<file path="src/hw/rtl/csp_pkg.sv">
// ----------------------------------------------------------------------------
// csp_pkg
// Shared constants, types and helpers for the cave smoothing pass core.
// ----------------------------------------------------------------------------
package csp_pkg;

   localparam int MAX_WIDTH    = 256;
   localparam int COL_W        = $clog2(MAX_WIDTH);
   localparam int EFF_W_W      = COL_W + 1;
   localparam int WIDTH_REG_W  = 9;
   localparam int HEIGHT_REG_W = 13;
   localparam int ROW_CNT_W    = 13;
   localparam int HEIGHT_CAP   = 4096;
   localparam int LIMIT_W      = 4;
   localparam int COUNT_W      = 4;
   localparam int OUT_COL_W    = 8;
   localparam int OUT_ROW_W    = 12;
   localparam int CSR_INDEX_W  = 2;
   localparam int CSR_DATA_W   = 13;
   localparam int WIN_W        = 9;
   localparam int LINE_W       = 2;
   localparam int QUEUE_DEPTH  = 4;
   localparam int QPTR_W       = $clog2(QUEUE_DEPTH);
   localparam int QCNT_W       = $clog2(QUEUE_DEPTH + 1);

   localparam logic [CSR_INDEX_W-1:0] REG_GRID_WIDTH     = 2'd0;
   localparam logic [CSR_INDEX_W-1:0] REG_GRID_HEIGHT    = 2'd1;
   localparam logic [CSR_INDEX_W-1:0] REG_BIRTH_LIMIT    = 2'd2;
   localparam logic [CSR_INDEX_W-1:0] REG_SURVIVAL_LIMIT = 2'd3;

   localparam logic [WIDTH_REG_W-1:0]  WIDTH_RESET    = 9'd64;
   localparam logic [HEIGHT_REG_W-1:0] HEIGHT_RESET   = 13'd64;
   localparam logic [LIMIT_W-1:0]      BIRTH_RESET    = 4'd4;
   localparam logic [LIMIT_W-1:0]      SURVIVAL_RESET = 4'd3;

   localparam logic [WIN_W-1:0] ALL_WALL       = 9'h1FF;
   localparam logic [WIN_W-1:0] KEEP_LEFT_TWO  = 9'h0DB;
   localparam logic [WIN_W-1:0] RIGHT_OUTSIDE  = 9'h124;
   localparam logic [WIN_W-1:0] NEIGHBOUR_MASK = 9'h1EF;

   typedef struct packed {
      logic [EFF_W_W-1:0]   width;
      logic [ROW_CNT_W-1:0] height;
   } geom_cfg_type;

   typedef struct packed {
      logic [LIMIT_W-1:0] birth;
      logic [LIMIT_W-1:0] survival;
   } limit_cfg_type;

   typedef struct packed {
      logic                 valid;
      logic [COL_W-1:0]     col;
      logic                 top_en;
      logic                 mid_en;
      logic                 bot;
      logic                 col_zero;
      logic                 hazard;
      logic                 res_valid;
      logic [OUT_ROW_W-1:0] orow;
      logic [OUT_COL_W-1:0] ocol;
      logic                 last;
   } stage_item_type;

   typedef struct packed {
      logic                 new_is_wall;
      logic [OUT_COL_W-1:0] out_column;
      logic [OUT_ROW_W-1:0] out_row;
      logic                 frame_last;
   } result_type;

   function automatic logic [COUNT_W-1:0] wall_count(input logic [WIN_W-1:0] win);
      logic [WIN_W-1:0]   v;
      logic [COUNT_W-1:0] n;
      v = win & NEIGHBOUR_MASK;
      n = '0;
      for (int i = 0; i < WIN_W; i++) begin
         n = n + COUNT_W'(v[i]);
      end
      return n;
   endfunction

endpackage

</file>
<file path="src/hw/rtl/csp_req_if.sv">
// ----------------------------------------------------------------------------
// csp_req_if
// Cell request channel: valid/ready handshake with command and cell value.
// ----------------------------------------------------------------------------
interface csp_req_if;
   logic valid;
   logic ready;
   logic command;
   logic cell_is_wall;

   modport source (output valid, output command, output cell_is_wall, input ready);
   modport sink   (input valid, input command, input cell_is_wall, output ready);
endinterface

</file>
<file path="src/hw/rtl/csp_front.sv">
// ----------------------------------------------------------------------------
// csp_front
// Accepts cells, tracks raster position, classifies each transaction and
// issues the line store read for it.
// ----------------------------------------------------------------------------
module csp_front
   import csp_pkg::*;
(
   input  logic               clock,
   input  logic               reset,
   csp_req_if.sink            req_chan,
   input  geom_cfg_type       geom,
   input  logic               restart,
   input  logic [QCNT_W-1:0]  queue_level,
   output stage_item_type     item,
   output logic [COL_W-1:0]   rd_addr
);

   logic [COL_W-1:0]     col_ff, col_in;
   logic [ROW_CNT_W-1:0] row_ff, row_in;
   stage_item_type       item_ff, item_in;

   logic                 accept;
   logic                 col_zero;
   logic                 top_en;
   logic                 mid_en;
   logic                 bot;
   logic [ROW_CNT_W-1:0] res_row;
   logic [COL_W-1:0]     res_col;
   logic                 res_valid;
   logic                 last;
   logic [EFF_W_W-1:0]   col_plus;

   assign req_chan.ready = (queue_level + QCNT_W'(item_ff.valid)) < QCNT_W'(QUEUE_DEPTH);

   always_comb begin
      accept    = req_chan.valid & req_chan.ready;
      col_zero  = (col_ff == '0);
      top_en    = (row_ff >= ROW_CNT_W'(2));
      mid_en    = (row_ff != '0);
      bot       = (!req_chan.command && (row_ff < geom.height)) ? req_chan.cell_is_wall : 1'b1;
      res_row   = col_zero ? (row_ff - ROW_CNT_W'(2)) : (row_ff - ROW_CNT_W'(1));
      res_col   = col_zero ? COL_W'(geom.width - EFF_W_W'(1)) : (col_ff - COL_W'(1));
      res_valid = (col_zero ? top_en : mid_en) && (res_row < geom.height);
      last      = res_valid && (res_row == (geom.height - ROW_CNT_W'(1)))
                  && (EFF_W_W'(res_col) == (geom.width - EFF_W_W'(1)));
      col_plus  = EFF_W_W'(col_ff) + EFF_W_W'(1);

      col_in = col_ff;
      row_in = row_ff;
      if (restart) begin
         col_in = '0;
         row_in = '0;
      end else if (accept) begin
         if (last) begin
            col_in = '0;
            row_in = '0;
         end else if (col_plus >= geom.width) begin
            col_in = '0;
            row_in = row_ff + ROW_CNT_W'(1);
         end else begin
            col_in = COL_W'(col_plus);
         end
      end

      item_in.valid     = accept;
      item_in.col       = col_ff;
      item_in.top_en    = top_en;
      item_in.mid_en    = mid_en;
      item_in.bot       = bot;
      item_in.col_zero  = col_zero;
      item_in.hazard    = item_ff.valid && (item_ff.col == col_ff);
      item_in.res_valid = res_valid;
      item_in.orow      = OUT_ROW_W'(res_row);
      item_in.ocol      = OUT_COL_W'(res_col);
      item_in.last      = last;
   end

   always_ff @(posedge clock) begin
      if (reset) begin
         col_ff        <= '0;
         row_ff        <= '0;
         item_ff.valid <= 1'b0;
      end else begin
         col_ff        <= col_in;
         row_ff        <= row_in;
         item_ff.valid <= item_in.valid;
      end
      item_ff.col       <= item_in.col;
      item_ff.top_en    <= item_in.top_en;
      item_ff.mid_en    <= item_in.mid_en;
      item_ff.bot       <= item_in.bot;
      item_ff.col_zero  <= item_in.col_zero;
      item_ff.hazard    <= item_in.hazard;
      item_ff.res_valid <= item_in.res_valid;
      item_ff.orow      <= item_in.orow;
      item_ff.ocol      <= item_in.ocol;
      item_ff.last      <= item_in.last;
   end

   assign item    = item_ff;
   assign rd_addr = col_ff;

`ifndef SYNTHESIS
   a_col_in_row: assert property (@(posedge clock) disable iff (reset)
      EFF_W_W'(col_ff) < geom.width)
      else $error("column counter outside the grid width");

   a_row_bounded: assert property (@(posedge clock) disable iff (reset)
      row_ff <= (geom.height + ROW_CNT_W'(1)))
      else $error("row counter ran past the drain rows");
`endif

endmodule

</file>
<file path="src/flat_wrapper.sv">
// flat-port wrapper written by rule: the top's interface ports become plain ports
module csp_front_flat import csp_pkg::*;
  (clock, reset, geom, restart, queue_level, item, rd_addr, req_chan_valid, req_chan_command, req_chan_cell_is_wall, req_chan_ready);
  csp_req_if req_chan_i ();
  input  logic clock;
  input  logic reset;
  input  geom_cfg_type geom;
  input  logic restart;
  input  logic [QCNT_W-1:0] queue_level;
  output stage_item_type item;
  output logic [COL_W-1:0] rd_addr;
  input wire logic [$bits(req_chan_i.valid)-1:0] req_chan_valid;
  input wire logic [$bits(req_chan_i.command)-1:0] req_chan_command;
  input wire logic [$bits(req_chan_i.cell_is_wall)-1:0] req_chan_cell_is_wall;
  output wire logic [$bits(req_chan_i.ready)-1:0] req_chan_ready;
  assign req_chan_i.valid = req_chan_valid;
  assign req_chan_i.command = req_chan_command;
  assign req_chan_i.cell_is_wall = req_chan_cell_is_wall;
  assign req_chan_ready = req_chan_i.ready;
  csp_front u_core (.clock(clock), .reset(reset), .req_chan(req_chan_i), .geom(geom), .restart(restart), .queue_level(queue_level), .item(item), .rd_addr(rd_addr));
endmodule
</file>
<file path="config.mk">
export PLATFORM = sky130hd
export DESIGN_NAME = csp_front_flat
export DESIGN_NICKNAME = d
export VERILOG_FILES = /design/src/hw/rtl/csp_pkg.sv /design/src/hw/rtl/csp_req_if.sv /design/src/hw/rtl/csp_front.sv /design/src/flat_wrapper.sv
export SDC_FILE = /design/constraint.sdc
export NUM_CORES = 1
export LEC_CHECK = 0
export ABC_AREA = 1
export BUFFER_PORTS_ARGS = -buffer_cell sky130_fd_sc_hd__buf_2
export CAP_MARGIN = 20
export CORE_ASPECT_RATIO = 0.6
export CORE_MARGIN = 2
export CORE_UTILIZATION = 29
export DETAILED_ROUTE_END_ITERATION = 6
export PLACE_DENSITY_LB_ADDON = 0.2
export SLEW_MARGIN = 30
export SYNTH_ARGS = -nofsm -noshare
export SYNTH_HDL_FRONTEND = slang
export SYNTH_SLANG_ARGS = --single-unit
</file>
<file path="constraint.sdc">
create_clock -name clock -period 3.38 [get_ports clock]
set_input_delay 0.845 -clock clock [delete_from_list [all_inputs] [get_ports clock]]
set_output_delay 0.845 -clock clock [all_outputs]
set_load 0.05 [all_outputs]
</file>
==> run metrics <==
number of input and output port buffers inserted between 70 and 80; cell family with the largest share of critical-path delay simple AND/OR/NAND/NOR gates; commonest register cell after synthesis sky130_fd_sc_hd__dfxtp_1; maximum clock insertion buffer count 2; gr usage total 19.19%; slack of the critical path between 0.2 and 0.3 ns; count of final hold-check violations 0; number of rows created at floorplan 37; worst path cell trace inv_2, nor3_1, inv_1, nor2_1, inv_1, nor3_1, xor2_1, inv_1, ha_1, nand2_1, nor2_1, nand2_1, o2111ai_1, a31oi_4, clkinvlp_4, nand4_1, a21oi_1; total wirelength of the detailed-routed design 17.64 mm; x dimension of the die about 170 µm; run status finished, final reports clean; most numerous cell in the Yosys netlist sky130_fd_sc_hd__nand2_1; share of cells above drive strength 1 19.80%; Setup crit start kind flop; via count of the first global-routing pass roughly 4,800; sequential element share of the synthesized area between 20% and 30%; logic depth of the worst path, buffers included 17; average footprint of a synthesized cell approximately 6.2 µm²; share of flip-flops with an asynchronous set or reset after synthesis 0%; die height 106.3 µm; first-pass GRT wire length 27.25 mm; Tmin final a little over 3 ns; overall die area 0.01855 mm²; Remaining DRCs 0; transition time at the pin with the least slew margin 0.5351 ns; clock sink total 57; R2R cell count 17; worst endpoint required time between 3 and 4 ns; Layout Skew between 0.01 and 0.015 ns; Worst EP arrival between 3 and 4 ns; CTS clock-pin slew for the worst setup and hold paths about 0.060 ns; Antenna Cells 0; Lkg Pwr ~3.4 nW; pre-CTS setup slack around 0.13 ns; WS Path Type reg2reg; number of cells on the worst hold path 0; number of detailed-route iterations in the first pass 5; vias 5,529; number of buffer and inverter stages on the critical path 5; CP dominant cell by count sky130_fd_sc_hd__inv_1; count of different cell masters after synthesis 38; post-detailed-route wirelength per cell 15.37 µm; EDFF count, synth 0; remaining antenna violation count 0; Root Buffer Master sky130_fd_sc_hd__clkbuf_16; Synth top area share a little under a quarter; DRC violation total after the first TritonRoute iteration slightly above 600; clk_lat worst skew between 0.3 and 0.4 ns; Cell Area, Placed 0.005813 mm²; post-detailed-route via-to-cell ratio between 4 and 5; power density relative to cell area about 330 mW/mm²; placeable core region approximately 0.017 mm²; post-synthesis register bit count 57; Util after Layout between 30% and 40%; GP Congestion slightly above 0.9; total number of yosys warnings 0; clock tree from TritonCTS yes; maximum frequency from static timing analysis around 0.32 GHz; fin. max-slew vios 0; Inserted Clock Buffers 9; worst hold-check path type reg2reg; highest ir drop seen on vdd about 0.22 mV; fraction of the cycle the final worst path needs 91.65%; cell area after synthesis just over 0.005 mm²; dominant cell type by area after synthesis sky130_fd_sc_hd__dfxtp_1; Critical Path Sink Type flop; GR Overflow Total 0; Synth area leaders sky130_fd_sc_hd__dfxtp_1 23%, sky130_fd_sc_hd__nand2_1 18%, sky130_fd_sc_hd__ha_1 11%; post-route cell area 0.006267 mm²; delay of the slowest cell on the worst path between 0.4 and 0.5 ns; MaxCap Viol Count 0; Initial Util slightly below 30%; number of primary I/O pins 76; ranking of synthesized cells by instance count 237 x sky130_fd_sc_hd__nand2_1, 110 x sky130_fd_sc_hd__inv_1, 80 x sky130_fd_sc_hd__nand3_1; half-perimeter wire length after detailed placement between 10 and 15 mm; H-tree level count 3; power after layout 0.002053 W; Setup violations, final 0; syn nets 885; worst-case headroom to the max-slew limit 64.11%; largest net degree at the start of global routing 19; net count of the finished layout between 900 and 1,000; peak fanout along the critical path 10; layout-stage area growth over the synthesis result 23.89%; antenna violations before repair 0; cell count after synthesis 811; cell at the slowest stage of the critical path sky130_fd_sc_hd__dfxtp_1
[registers in the layout, summed over array words and instances, names as in the netlist]
register	flops
u_core.item	36
u_core.rd_addr	8
u_core.row_ff	13
[placed cells by master, fill, tap and decap left out, types with 4 or more instances in the layout]
cell type                   Yosys  routed
sky130_fd_sc_hd__buf_4         11      41
sky130_fd_sc_hd__o21ai_0       23      22
sky130_fd_sc_hd__inv_1        110     107
sky130_fd_sc_hd__nor2_1        73      71
sky130_fd_sc_hd__clkbuf_16      0       9
sky130_fd_sc_hd__nand3_1       80      80
sky130_fd_sc_hd__ha_1          43      40
sky130_fd_sc_hd__buf_2          9      75
sky130_fd_sc_hd__xor2_1        21      21
sky130_fd_sc_hd__nand2_2        9      11
sky130_fd_sc_hd__a21oi_1       32      31
sky130_fd_sc_hd__nor3_1         9       9
sky130_fd_sc_hd__nor4_1         5       5
sky130_fd_sc_hd__nor2_4         5       9
sky130_fd_sc_hd__nand2_1      237     234
sky130_fd_sc_hd__dfxtp_1       57      53
sky130_fd_sc_hd__dfxtp_2        0       4
sky130_fd_sc_hd__xnor2_1        6       6
sky130_fd_sc_hd__nand4_1       33      33
sky130_fd_sc_hd__nand3_2        5       5
sky130_fd_sc_hd__inv_2          3       6
[cells by family (layout without fill, tap and decap cells)]
logic type | Yosys count | count (layout) | share of synthesized area, %
flops | 57 | 57 | 22.56
compound gates | 71 | 71 | 7.989
simple gates | 468 | 468 | 41.75
fa+ha+maj | 43 | 43 | 10.64
buf+inv | 145 | 248 | 12.39
xor+xnor | 27 | 27 | 4.675
[metal layers]
| layer | GRT usage, % | routed length [µm] |
|---|---|---|
| met1 | 33.86 | 10270 |
| met2 | 21.83 | 5642 |
| met3 | 3.791 | 1603 |
| met4 | 3.333 | 121 |
| met5 | 0 | 0 |
[repair_timing]
item                       4_1_cts  5_1_grt
hold endpoints to repair         0        0
resized for setup                0       27
setup buffers                    0        4
setup endpoints to repair        0       22
hold buffers                     0        0
[worst register-to-register path, stage by stage, from the launching register on]
cell	delay (ns)
sky130_fd_sc_hd__dfxtp_1	0.49
sky130_fd_sc_hd__inv_2	0.13
sky130_fd_sc_hd__nor3_1	0.14
sky130_fd_sc_hd__inv_1	0.08
sky130_fd_sc_hd__nor2_1	0.09
sky130_fd_sc_hd__inv_1	0.08
sky130_fd_sc_hd__nor3_1	0.18
sky130_fd_sc_hd__xor2_1	0.16
sky130_fd_sc_hd__inv_1	0.10
sky130_fd_sc_hd__ha_1	0.32
sky130_fd_sc_hd__nand2_1	0.07
sky130_fd_sc_hd__nor2_1	0.05
sky130_fd_sc_hd__nand2_1	0.06
sky130_fd_sc_hd__o2111ai_1	0.14
sky130_fd_sc_hd__a31oi_4	0.33
sky130_fd_sc_hd__clkinvlp_4	0.30
sky130_fd_sc_hd__nand4_1	0.17
sky130_fd_sc_hd__a21oi_1	0.07
[power by group]
part | total, W | switching, W | internal, W
registers | 0.000691 | 0.00000416 | 0.000687
logic | 0.000319 | 0.000222 | 0.0000965
clock network | 0.00104 | 0.000389 | 0.000654
[metrics by stage]
step	setup TNS (ns)	hold slack (ns)	instances
after floorplan	0	0.3471	811
after global placement	0	0.4836	1128
after detailed placement	0	0.4772	1128
after CTS	0	0.4901	1144
after global routing	-0.01492	0.5131	1148
final	0	0.4921	1148
[cell type report]
class,count,area (µm²)
timing repair buffer,116,683.2
tap,234,292.8
inverter,116,439.2
fill,1902,10860
multi-input combinational,609,3378
sequential,57,1146
clock inverter,7,102.6
clock buffer,9,225.2
[worst paths after layout]
path | startpoint | slack [ns] | end
max | u_core.rd_addr[2]$_SDFFE_PP0P_ | 0.28 | u_core.row_ff[5]$_SDFFE_PP0P_
max reg2reg | u_core.rd_addr[2]$_SDFFE_PP0P_ | 0.28 | u_core.row_ff[5]$_SDFFE_PP0P_
min reg2reg | u_core.rd_addr[3]$_SDFFE_PP0P_ | 0.49 | u_core.item[30]$_DFF_P_
min | u_core.rd_addr[3]$_SDFFE_PP0P_ | 0.49 | u_core.item[30]$_DFF_P_
Power figures use the tool's default switching activity.
