==> src/hw/rtl/csp_pkg.sv <==
// ----------------------------------------------------------------------------
// csp_pkg
// Shared constants, types and helpers for the cave smoothing pass core.
// ----------------------------------------------------------------------------
package csp_pkg;

   localparam int MAX_WIDTH    = 256;
   localparam int COL_W        = $clog2(MAX_WIDTH);
   localparam int EFF_W_W      = COL_W + 1;
   localparam int WIDTH_REG_W  = 9;
   localparam int HEIGHT_REG_W = 13;
   localparam int ROW_CNT_W    = 13;
   localparam int HEIGHT_CAP   = 4096;
   localparam int LIMIT_W      = 4;
   localparam int COUNT_W      = 4;
   localparam int OUT_COL_W    = 8;
   localparam int OUT_ROW_W    = 12;
   localparam int CSR_INDEX_W  = 2;
   localparam int CSR_DATA_W   = 13;
   localparam int WIN_W        = 9;
   localparam int LINE_W       = 2;
   localparam int QUEUE_DEPTH  = 4;
   localparam int QPTR_W       = $clog2(QUEUE_DEPTH);
   localparam int QCNT_W       = $clog2(QUEUE_DEPTH + 1);

   localparam logic [CSR_INDEX_W-1:0] REG_GRID_WIDTH     = 2'd0;
   localparam logic [CSR_INDEX_W-1:0] REG_GRID_HEIGHT    = 2'd1;
   localparam logic [CSR_INDEX_W-1:0] REG_BIRTH_LIMIT    = 2'd2;
   localparam logic [CSR_INDEX_W-1:0] REG_SURVIVAL_LIMIT = 2'd3;

   localparam logic [WIDTH_REG_W-1:0]  WIDTH_RESET    = 9'd64;
   localparam logic [HEIGHT_REG_W-1:0] HEIGHT_RESET   = 13'd64;
   localparam logic [LIMIT_W-1:0]      BIRTH_RESET    = 4'd4;
   localparam logic [LIMIT_W-1:0]      SURVIVAL_RESET = 4'd3;

   localparam logic [WIN_W-1:0] ALL_WALL       = 9'h1FF;
   localparam logic [WIN_W-1:0] KEEP_LEFT_TWO  = 9'h0DB;
   localparam logic [WIN_W-1:0] RIGHT_OUTSIDE  = 9'h124;
   localparam logic [WIN_W-1:0] NEIGHBOUR_MASK = 9'h1EF;

   typedef struct packed {
      logic [EFF_W_W-1:0]   width;
      logic [ROW_CNT_W-1:0] height;
   } geom_cfg_type;

   typedef struct packed {
      logic [LIMIT_W-1:0] birth;
      logic [LIMIT_W-1:0] survival;
   } limit_cfg_type;

   typedef struct packed {
      logic                 valid;
      logic [COL_W-1:0]     col;
      logic                 top_en;
      logic                 mid_en;
      logic                 bot;
      logic                 col_zero;
      logic                 hazard;
      logic                 res_valid;
      logic [OUT_ROW_W-1:0] orow;
      logic [OUT_COL_W-1:0] ocol;
      logic                 last;
   } stage_item_type;

   typedef struct packed {
      logic                 new_is_wall;
      logic [OUT_COL_W-1:0] out_column;
      logic [OUT_ROW_W-1:0] out_row;
      logic                 frame_last;
   } result_type;

   function automatic logic [COUNT_W-1:0] wall_count(input logic [WIN_W-1:0] win);
      logic [WIN_W-1:0]   v;
      logic [COUNT_W-1:0] n;
      v = win & NEIGHBOUR_MASK;
      n = '0;
      for (int i = 0; i < WIN_W; i++) begin
         n = n + COUNT_W'(v[i]);
      end
      return n;
   endfunction

endpackage

==> src/hw/rtl/csp_back.sv <==
// ----------------------------------------------------------------------------
// csp_back
// Builds the 3x3 window from line store data, updates the line stores,
// counts wall neighbours and applies the birth and survival limits.
// ----------------------------------------------------------------------------
module csp_back
   import csp_pkg::*;
(
   input  logic               clock,
   input  logic               reset,
   input  stage_item_type     item,
   input  limit_cfg_type      limits,
   input  logic               restart,
   input  logic [LINE_W-1:0]  rd_data,
   output logic               wr_en,
   output logic [COL_W-1:0]   wr_addr,
   output logic [LINE_W-1:0]  wr_data,
   output logic               push,
   output result_type         push_data
);

   logic [WIN_W-1:0]  window_ff, window_in;
   logic [LINE_W-1:0] fwd_ff, fwd_in;

   logic [LINE_W-1:0]  line;
   logic               top;
   logic               mid;
   logic [WIN_W-1:0]   newcol;
   logic [WIN_W-1:0]   shifted;
   logic [WIN_W-1:0]   win_next;
   logic [WIN_W-1:0]   evalwin;
   logic [COUNT_W-1:0] walls;
   logic               wall;

   always_comb begin
      line     = item.hazard ? fwd_ff : rd_data;
      top      = item.top_en ? line[1] : 1'b1;
      mid      = item.mid_en ? line[0] : 1'b1;
      newcol   = {item.bot, 2'b00, mid, 2'b00, top, 2'b00};
      shifted  = (window_ff >> 1) & KEEP_LEFT_TWO;
      if (item.col_zero) begin
         evalwin  = shifted | RIGHT_OUTSIDE;
         win_next = KEEP_LEFT_TWO | newcol;
      end else begin
         win_next = shifted | newcol;
         evalwin  = win_next;
      end

      window_in = window_ff;
      if (restart) begin
         window_in = ALL_WALL;
      end else if (item.valid) begin
         window_in = item.last ? ALL_WALL : win_next;
      end

      fwd_in  = item.valid ? {mid, item.bot} : fwd_ff;
      wr_en   = item.valid;
      wr_addr = item.col;
      wr_data = {mid, item.bot};

      walls = wall_count(evalwin);
      wall  = evalwin[4] ? (walls >= limits.survival) : (walls >= limits.birth);

      push                  = item.valid & item.res_valid;
      push_data.new_is_wall = wall;
      push_data.out_column  = item.ocol;
      push_data.out_row     = item.orow;
      push_data.frame_last  = item.last;
   end

   always_ff @(posedge clock) begin
      if (reset) begin
         window_ff <= ALL_WALL;
      end else begin
         window_ff <= window_in;
      end
      fwd_ff <= fwd_in;
   end

endmodule

==> config.mk <==
export PLATFORM = sky130hd
export DESIGN_NAME = csp_back
export DESIGN_NICKNAME = d
export VERILOG_FILES = /design/src/hw/rtl/csp_pkg.sv /design/src/hw/rtl/csp_back.sv
export SDC_FILE = /design/constraint.sdc
export NUM_CORES = 1
export LEC_CHECK = 0
export BUFFER_PORTS_ARGS = -buffer_cell sky130_fd_sc_hd__buf_2
export CAP_MARGIN = 20
export CORE_MARGIN = 2
export CORE_UTILIZATION = 41
export DETAILED_ROUTE_END_ITERATION = 16
export MAX_ROUTING_LAYER = met4
export PLACE_DENSITY_LB_ADDON = 0.15
export SLEW_MARGIN = 20
export SYNTH_ARGS = -nofsm -noshare
export SYNTH_HDL_FRONTEND = slang
export SYNTH_SLANG_ARGS = --single-unit
==> constraint.sdc <==
create_clock -name clock -period 6.5 [get_ports clock]
set_input_delay 0 -clock clock [delete_from_list [all_inputs] [get_ports clock]]
set_output_delay 0 -clock clock [all_outputs]
set_load 0.005 [all_outputs]
==> results of run 1 <==
## stage by stage
step / setup WS, ns / hold WS, ns
2_1_floorplan: 3.10 / 0.0808
3_3_place_gp: 3.05 / 0.0000416
3_5_place_dp: 3.00 / 0.0000416
4_1_cts: 2.72 / 0.0000416
5_1_grt: 2.57 / 0.00000869
6_report: 2.75 / 0.00000189
## placed cells by master (no fill, tap or decap), types with 4 or more instances in the layout
cell type	count
o21ai_0	4
nor2_1	7
dlygate4sd3_1	4
buf_2	26
ha_1	11
dfxtp_1	6
fa_1	4
inv_1	12
## worst register-to-register path, cell delays in order (launching register included)
cell	delay [ns]
edfxtp_1	0.36
mux2i_1	0.13
nand2_1	0.09
o2bb2a_2	0.25
## power by group
part / switching (mW) / internal (mW)
sequential: 0.000530 / 0.0524
combinational: 0.0211 / 0.0232
clock: 0.0172 / 0.0235
total: 0.0388 / 0.0991
## logic make-up after synthesis
kind of cell / count (synthesis)
AOI/OAI and AO/OA: 12
muxes: 2
xor gates and xnor gates: 1
adders and majority gates: 15
DFF: 8
buffers and inverters: 46
and+or+nand+nor: 23
## flip-flops by register name, summed over array words and instances (netlist names)
register   count
fwd_ff         2
window_ff      6
## cell type report
class                      instances  area (µm²)  share of cell area, %
clock buffer                       4        26.3                   2.85
inverter                          12        45.0                   4.88
multi-input combinational         53         467                   50.5
sequential                         8         180                   19.5
tap                               28        35.0                   3.79
timing repair buffer              30         170                   18.4
## worst paths after layout
check / endpoint / slack [ns]
worst max-delay path: push_data[21] / 2.75
worst min register to register: window_ff[1] / 0.52
worst max register to register: window_ff[2] / 5.55
worst min-delay path: wr_addr[2] / 0.000002
## routing by layer
| layer | vias up | track usage (%) | wire, µm |
|---|---|---|---|
| li1 | 323 | - | - |
| met1 | 282 | 14.6 | 700 |
| met2 | 30 | 18.6 | 686 |
| met3 | 20 | 5.17 | 167 |
| met4 | 0 | 7.46 | 72 |
| met5 | - | - | 0 |
## repair_timing
action / 4_1_cts / 5_1_grt
hold buffers: 4 / 0
gates resized for setup: 0 / 0
endpoints found under the hold margin: 4 / 0
==> reports/qor.yml, run 1 <==
job:
  maxCapViolations: 0
power:
  p_per_area_nw_per_um2: 149
  p_leak_nw: 0.451
  finalPower_uw: 138
  ir_drop_v: 0.000119
sta:
  period_minus_slack_ns: 3.75
  max_slew_margin_pct: 83.5
  fmax_ghz: 0.267
  setup_violations: 0
  tns_ns: 0
  finalHoldViolCount: 0
  worst_pin_slew_ns: 0.245
  rsz0062_at_grt: "false"
  drv_slew: 0
  fin_crit_sh_pct: 57.7
  fin_worst_skew_ns: 0.00565
global_routing:
  grt-ovfl-total: 0
  antenna_found_initial: 0
  grt_usage_pct: 12.7
  grt_pass1_wl_mm: 2.47
  grt_max_degree: 16
  grt_pass1_vias: 581
cts:
  htreeDepth: 1
  cts_max_path_buffers: 2
  cts_buffers: 3
  clk_pin_slew_ns: 0.05
  clock-sinks: 8
  cts_tree: "yes"
  cts_setup_buffers: 0
  cts-root-buf: "clkbuf_4"
  insertion_delay_ns: 0.25
worst_setup_path:
  critPathLaunch: "window_ff[2]"
  crit_buf_inv: 3
  critPathRequiredTime_ns: 6.50
  crit_path_end_kind: "output port"
  crit_type: "flip-flop to output port"
  reg2regPathDepth: 3
  crit_family: "adder cells"
  r2r_start: "fwd_ff[1]"
  arrival_ns: 3.75
  slowest_delay_ns: 0.50
  worstPathCellList: "inv_1 -> fa_1 -> inv_1 -> fa_1 -> fa_1 -> ha_1 -> fa_1 -> ha_1 -> or3b_1 -> o2111ai_1 -> a2bb2oi_1 -> buf_2"
  path_depth: 12
  setup.worst_path.start_class: "flip-flop"
  cpMostUsedCell: "fa_1"
  crit_fanout: 3
  slowest_stage: "fa_1"
cells_and_area:
  utilization_pct: 42.1
  finish.net_count: 172
  antenna_cells: 0
  area_delta_synth_final_pct: -2.51
  layout-drive-gt1-share_pct: 29.9
  stdcell_count: 135
  design_area_um2: 923
  fillers: 235
worst_hold_path:
  hold_depth: 0
  min_path_type: "input pin to output port"
  min_from: "item[29]"
placement:
  place.gp.congestion: 0.772
  place_area_um2: 857
  placed_cells: 127
  io_buffer_count: 26
floorplanning:
  die_h_um: 52.1
  rows: 17
  io_pins: 83
  coreArea_um2: 2190
  start_util_pct: 43.2
  die_x_um: 52.1
  die-area_um2: 2710
logic_synthesis:
  yosysSeqAreaShare_pct: 19.0
  syn_inst: 107
  netlist_area_um2: 947
  synth_mux_area_share_pct: 2.11
  synth_adder_area_share_pct: 23.0
  syn_area_per_cell_um2: 8.85
  synth_edf_count: 2
  synthSimpleGateAreaFrac_pct: 14.5
  synth.most_common_cell: "buf_4"
  synth_area_leader_cell: "buf_4"
  yosys_register_bits: 8
  synth_ff_type: "dfxtp_1"
  synth_xor_area_share_pct: 0.925
  synth_area_leaders: "buf_4, ha_1, dfxtp_1"
  synth_top_cells_by_count: "buf_4, inv_1, ha_1"
  synth_top_area_share_pct: 26.9
  synth_nets: 171
  synth.distinct_cells: 26
  synth_compound_area_share_pct: 8.72
  synth_top_family_by_area: "buffers and inverters"
  ys_async_sr_fraction_pct: 0
  yosys_warnings: 0
drt:
  ant_nets: 0
  dr.pass1.iters: 2
  wl_per_cell_um: 12.1
  drc: 0
  drt_iter0_markers: 4
  viasPerCell: 4.85
  wl_mm: 1.63
  vias: 655
outcome:
  status: "finished, final reports clean"
No activity file was read; power rests on OpenSTA's default activity.
==> run 2, diff against run 1 <==
--- a/config.mk
+++ b/config.mk
@@ -8,7 +8,7 @@
 export BUFFER_PORTS_ARGS = -buffer_cell sky130_fd_sc_hd__buf_2
 export CAP_MARGIN = 20
 export CORE_MARGIN = 2
-export CORE_UTILIZATION = 41
+export CORE_UTILIZATION = 34
 export DETAILED_ROUTE_END_ITERATION = 16
 export MAX_ROUTING_LAYER = met4
 export PLACE_DENSITY_LB_ADDON = 0.15
==> constraint.sdc (replaced) <==
create_clock -name clock -period 3.35 [get_ports clock]
set_input_delay 0 -clock clock [delete_from_list [all_inputs] [get_ports clock]]
set_output_delay 0 -clock clock [all_outputs]
set_load 0.005 [all_outputs]
==> reports/qor.yml, run 2 (synthesized netlist as in run 1, its figures left out) <==
outcome:
  status: "finished with violations"
  violations: "negative setup slack"
cts:
  cts-root-buf: "clkbuf_4"
  insertion_delay_ns: 0.25  # about the same
  cts_buffers: 3  # unchanged
  cts_max_path_buffers: 2  # unchanged
  htreeDepth: 1  # unchanged
  clock-sinks: 8  # unchanged
  cts_tree: "yes"
  clk_pin_slew_ns: 0.05  # about the same
sta:
  fin_ws_ns: -0.301  # -3.05 ns
  finalHoldViolCount: 0  # unchanged
  period_minus_slack_ns: 3.65
  fin_crit_sh_pct: 109
  worst_pin_slew_ns: 0.272  # +0.0275 ns
  max_slew_margin_pct: 81.6  # -1.9 points
  setup_violations: 1  # +1
  fin_worst_skew_ns: 0.00390  # -0.00175 ns
  tns_ns: -0.301  # -0.301 ns
  drv_slew: 0  # unchanged
  rsz0062_at_grt: "true"
  fmax_ghz: 0.274
worst_setup_path:
  critPathRequiredTime_ns: 3.35  # -3.15 ns
  setup.worst_path.start_class: "flip-flop"
  arrival_ns: 3.65  # -0.10 ns
  slowest_stage: "fa_1"
  crit_buf_inv: 3  # unchanged
  crit_family: "adder cells"
  crit_path_end_kind: "output port"
  crit_type: "flip-flop to output port"
  worstPathCellList: "inv_2 -> fa_1 -> inv_1 -> fa_1 -> fa_1 -> ha_2 -> fa_2 -> ha_4 -> or3b_1 -> o2111ai_2 -> a2bb2oi_1 -> buf_2"
  slowest_delay_ns: 0.52  # +0.02 ns
  cpMostUsedCell: "fa_1"
  crit_fanout: 2  # -1
drt:
  viasPerCell: 4.80  # -1.1%
  routed.top_layer: "met4"
  drc: 0  # unchanged
  vias: 672  # +2.6%
  wl_met2_um: 878  # +28%
  dr.pass1.iters: 4  # +2
  wl_met3_um: 155  # -7.2%
  wl_met1_um: 687  # -1.9%
  wl_per_cell_um: 12.6  # +4.5%
  wl_mm: 1.76  # +8.4%
  drt_iter0_markers: 8  # +4
  ant_nets: 0  # unchanged
cells_and_area:
  final_cell_mix: "buf_2, inv_1, ha_1"
  stdcell_count: 140  # +3.7%
  register_area_um2: 183  # +1.4%
  finish.net_count: 174  # +1.2%
  layout_commonest_cell: "buf_2"
  fillers: 299  # +27%
  regMostFlops: "window_ff"
  largest_reg_flops: 6  # unchanged
  area_delta_synth_final_pct: 2.25
  design_area_um2: 968  # +4.9%
  antenna_cells: 0  # unchanged
  layout-drive-gt1-share_pct: 37.6  # +7.7 points
  multiInputGateArea_um2: 490  # +5.1%
  top_regs: "window_ff (6), fwd_ff (2)"
power:
  ir_drop_v: 0.000160  # +35%
  p_leak_nw: 0.455  # +1.0%
  p_per_area_nw_per_um2: 290  # +94%
placement:
  place.gp.congestion: 0.743  # -3.8%
  place.detailed.hpwl_mm: 1.39
  placed_cells: 131  # +3.1%
  place_area_um2: 876  # +2.2%
  io_buffer_count: 26  # unchanged
global_routing:
  antenna_found_initial: 0  # unchanged
  grt-ovfl-total: 0  # unchanged
  grt_usage_pct: 12.0  # -0.71 points
  grt_pass1_wl_mm: 2.95  # +20%
  grt_max_degree: 16  # unchanged
  grt_pass1_vias: 691  # +19%
floorplanning:
  coreArea_um2: 2710  # +24%
  die_h_um: 56.8  # +9.1%
  die_x_um: 56.8  # +9.1%
  io_pins: 83  # unchanged
  start_util_pct: 34.9  # -8.3 points
  rows: 19  # +2
  die-area_um2: 3220  # +19%
job:
  maxCapViolations: 0  # unchanged
worst_hold_path:
  min_path_type: "input pin to output port"
[run 2: final cells by class]
type	instances	area share, %
multi-input combinational	53	50.6
inverter	12	4.65
sequential	8	18.9
tap	31	4.01
clock buffer	4	2.71
timing repair buffer	32	19.1
[run 2: worst paths after layout]
| kind | startpoint | end | slack (ns) | cells after the start |
|---|---|---|---|---|
| worst max-delay path | window_ff[1] | push_data[21] | -0.30 | 12 |
| worst min-delay path | item[7] | push_data[19] | 0.000002 | 0 |
| worst max register to register | window_ff[2] | window_ff[1] | 2.37 | 3 |
| worst min register to register | window_ff[1] | window_ff[1] | 0.52 | 2 |
[run 2: repair_timing]
action                                  in CTS  in global routing
setup buffers                                1                  0
gates resized for setup                      1                  2
pin swaps                                    2                  0
hold buffers                                 4                  0
endpoints found under the setup margin       1                  1
hold endpoints to repair                     5                  0
cloned                                       0                  0
[run 2: routing by layer]
metal	vias to the layer above	global-route usage, %
li1	325	-
met1	295	12.1
met5	-	-
met3	12	4.15
met4	0	6.64
met2	40	20.3
[run 2: report_power, final]
group / switching, mW / total (mW) / internal, mW
Clock: 0.0320 / 0.0776 / 0.0455
Combinational: 0.0471 / 0.100 / 0.0533
Sequential: 0.00103 / 0.103 / 0.102
[run 2: through the flow]
step / hold WS, ns / setup WS, ns / power, mW / util, %
2_1_floorplan: 0.0808 / 0.00285 / 0.193 / -
3_3_place_gp: 0.0000346 / -0.104 / 0.192 / 32.3
3_5_place_dp: 0.0000346 / -0.126 / 0.194 / 32.3
4_1_cts: 0.0000346 / -0.350 / 0.283 / 35.3
5_1_grt: 0.00000831 / -0.422 / 0.305 / 35.7
6_report: 0.00000226 / -0.301 / 0.281 / 35.7
==> run 3, diff against run 2 <==
==> constraint.sdc (replaced) <==
create_clock -name clock -period 3 [get_ports clock]
set_input_delay 0 -clock clock [delete_from_list [all_inputs] [get_ports clock]]
set_output_delay 0 -clock clock [all_outputs]
set_load 0.005 [all_outputs]
==> reports/qor.yml, run 3 (synthesized netlist as in run 1, its figures left out) <==
sta:
  max_slew_margin_pct: 80.6  # -1.0 points
  fin_worst_skew_ns: 0.00478  # +0.000879 ns
  setup_violations: 1  # unchanged
  fmax_ghz: 0.273
  fin_crit_sh_pct: 122
  rsz0062_at_grt: "true"
  holdWs_ns: 0.00000226  # unchanged
  finalHoldViolCount: 0  # unchanged
  worst_pin_slew_ns: 0.287  # +0.0148 ns
  drv_slew: 0  # unchanged
  fin_ws_ns: -0.660  # -0.359 ns
  period_minus_slack_ns: 3.66
global_routing:
  grt_pass1_wl_mm: 2.97  # +0.47%
  busiest_layer: "met2"
  antenna_found_initial: 0  # unchanged
  grt_use_met3_pct: 4.61  # +0.46 points
  grt_usage_pct: 12.1  # +0.10 points
  gr-usage-met1_pct: 12.7  # +0.59 points
  grt_max_degree: 16  # unchanged
  met2_usage_pct: 18.9  # -1.3 points
  grt_pass1_vias: 718  # +3.9%
  grt-ovfl-total: 0  # unchanged
drt:
  ant_nets: 0  # unchanged
  drt_iter0_markers: 19  # +11
  wl_mm: 1.68  # -4.5%
  drc: 0  # unchanged
  viasPerCell: 4.91  # +2.4%
  wl_per_cell_um: 11.9  # -5.2%
  dr.pass1.iters: 4  # unchanged
  vias: 693  # +3.1%
floorplanning:
  die-area_um2: 3220  # unchanged
  start_util_pct: 34.9  # unchanged
  die_x_um: 56.8  # unchanged
  io_pins: 83  # unchanged
  coreArea_um2: 2710  # unchanged
  die_h_um: 56.8  # unchanged
  rows: 19  # unchanged
worst_setup_path:
  arrival_ns: 3.66  # about the same
  crit_type: "flip-flop to output port"
  cpMostUsedCell: "fa_1"
  reg2reg_slack_ns: 2.00  # -0.37 ns
  crit_buf_inv: 3  # unchanged
  crit_fanout: 2  # unchanged
  setup.worst_path.start_class: "flip-flop"
  slowest_stage: "fa_1"
  crit_family: "adder cells"
  critPathRequiredTime_ns: 3.00  # -0.35 ns
  slowest_delay_ns: 0.52  # about the same
  worstPathCellList: "inv_2 -> fa_1 -> inv_1 -> fa_1 -> fa_1 -> ha_2 -> fa_2 -> ha_2 -> or3b_1 -> o2111ai_2 -> a2bb2oi_1 -> buf_2"
  crit_path_end_kind: "output port"
outcome:
  status: "finished with violations"
  violations: "negative setup slack"
power:
  clock_power_share_pct: 28.2  # +0.6 points
  p_leak_nw: 0.459  # +0.82%
  p_comb_share_pct: 35.4  # -0.4 points
  intPower_uw: 225  # +12%
  p_per_area_nw_per_um2: 327  # +13%
  sw_frac_of_total_pct: 28.7  # +0.12 points
  power_frac_seq_pct: 36.4  # -0.2 points
  ir_drop_v: 0.000234  # +46%
  p_switching_uw: 90.3  # +13%
cells_and_area:
  layout_commonest_cell: "buf_2"
  stdcell_count: 141  # +0.71%
  layout-drive-gt1-share_pct: 39.1  # +1.5 points
  final_cell_mix: "buf_2, inv_1, ha_1"
  antenna_cells: 0  # unchanged
  top_regs: "window_ff (6), fwd_ff (2)"
  regMostFlops: "window_ff"
  finish.net_count: 175  # +0.57%
  largest_reg_flops: 6  # unchanged
  area_delta_synth_final_pct: 1.72
placement:
  place.gp.congestion: 0.731  # -1.6%
  placed_cells: 133  # +1.5%
  place.detailed.hpwl_mm: 1.41  # +1.0%
  io_buffer_count: 26  # unchanged
cts:
  clk_pin_slew_ns: 0.05  # about the same
  cts_max_path_buffers: 2  # unchanged
  insertion_delay_ns: 0.25  # about the same
  clock-sinks: 8  # unchanged
  htreeDepth: 1  # unchanged
  cts_tree: "yes"
  cts-root-buf: "clkbuf_4"
  cts_buffers: 3  # unchanged
job:
  maxCapViolations: 0  # unchanged
worst_hold_path:
  min_path_type: "input pin to output port"
run 3: cell count changes in the layout (fill, tap and decap cells not counted):
cell and delta:
buf_4 +2, ha_4 -1, ha_2 +1, dlygate4sd3_1 -1
run 3: stage by stage:
step	area (µm²)	setup slack, ns	utilization (%)	setup TNS (ns)	power [mW]
after global routing	963	-0.801	35.5	-0.801	0.339
after global placement	891	-0.451	32.9	-0.451	0.220
after detailed placement	891	-0.480	32.9	-0.480	0.221
final	963	-0.660	35.5	-0.660	0.315
after CTS	961	-0.719	35.5	-0.719	0.320
after floorplan	955	-0.347	-	-0.347	0.216
run 3: path summary, 6_finish.rpt:
check,start,end,cells after the start
worst max-delay path,window_ff[1],push_data[21],12
worst min-delay path,item[7],push_data[19],0
worst max register to register,window_ff[2],window_ff[1],3
worst min register to register,window_ff[4],window_ff[4],2
run 3: power groups by stage:
stage               Combinational [mW]  Clock [mW]  Sequential (mW)
global route                     0.127      0.0970            0.115
finish                           0.111      0.0888            0.115
floorplan                       0.0991           0            0.117
global placement                 0.103           0            0.117
CTS                              0.113      0.0928            0.115
detailed placement               0.104           0            0.117
run 3: cell type report:
| type | instances | area (µm²) |
|---|---|---|
| fill | 298 | 1750 |
| multi-input combinational | 53 | 480 |
| timing repair buffer | 33 | 190 |
| sequential | 8 | 183 |
| inverter | 12 | 45.0 |
| tap | 31 | 38.8 |
| clock buffer | 4 | 26.3 |
run 3: routing by layer:
layer	wire length (µm)	share of wire [%]
met1	652	39
met2	813	48
met3	177	11
met4	39	2.3
met5	0	0
run 3: timing repair:
| action | 4_1_cts | 5_1_grt |
|---|---|---|
| setup buffers | 1 | 0 |
| gates resized for setup | 1 | 1 |
| hold endpoints to repair | 5 | 0 |
| endpoints found under the setup margin | 1 | 1 |
| hold buffers | 3 | 0 |
| pin swaps | 2 | 1 |
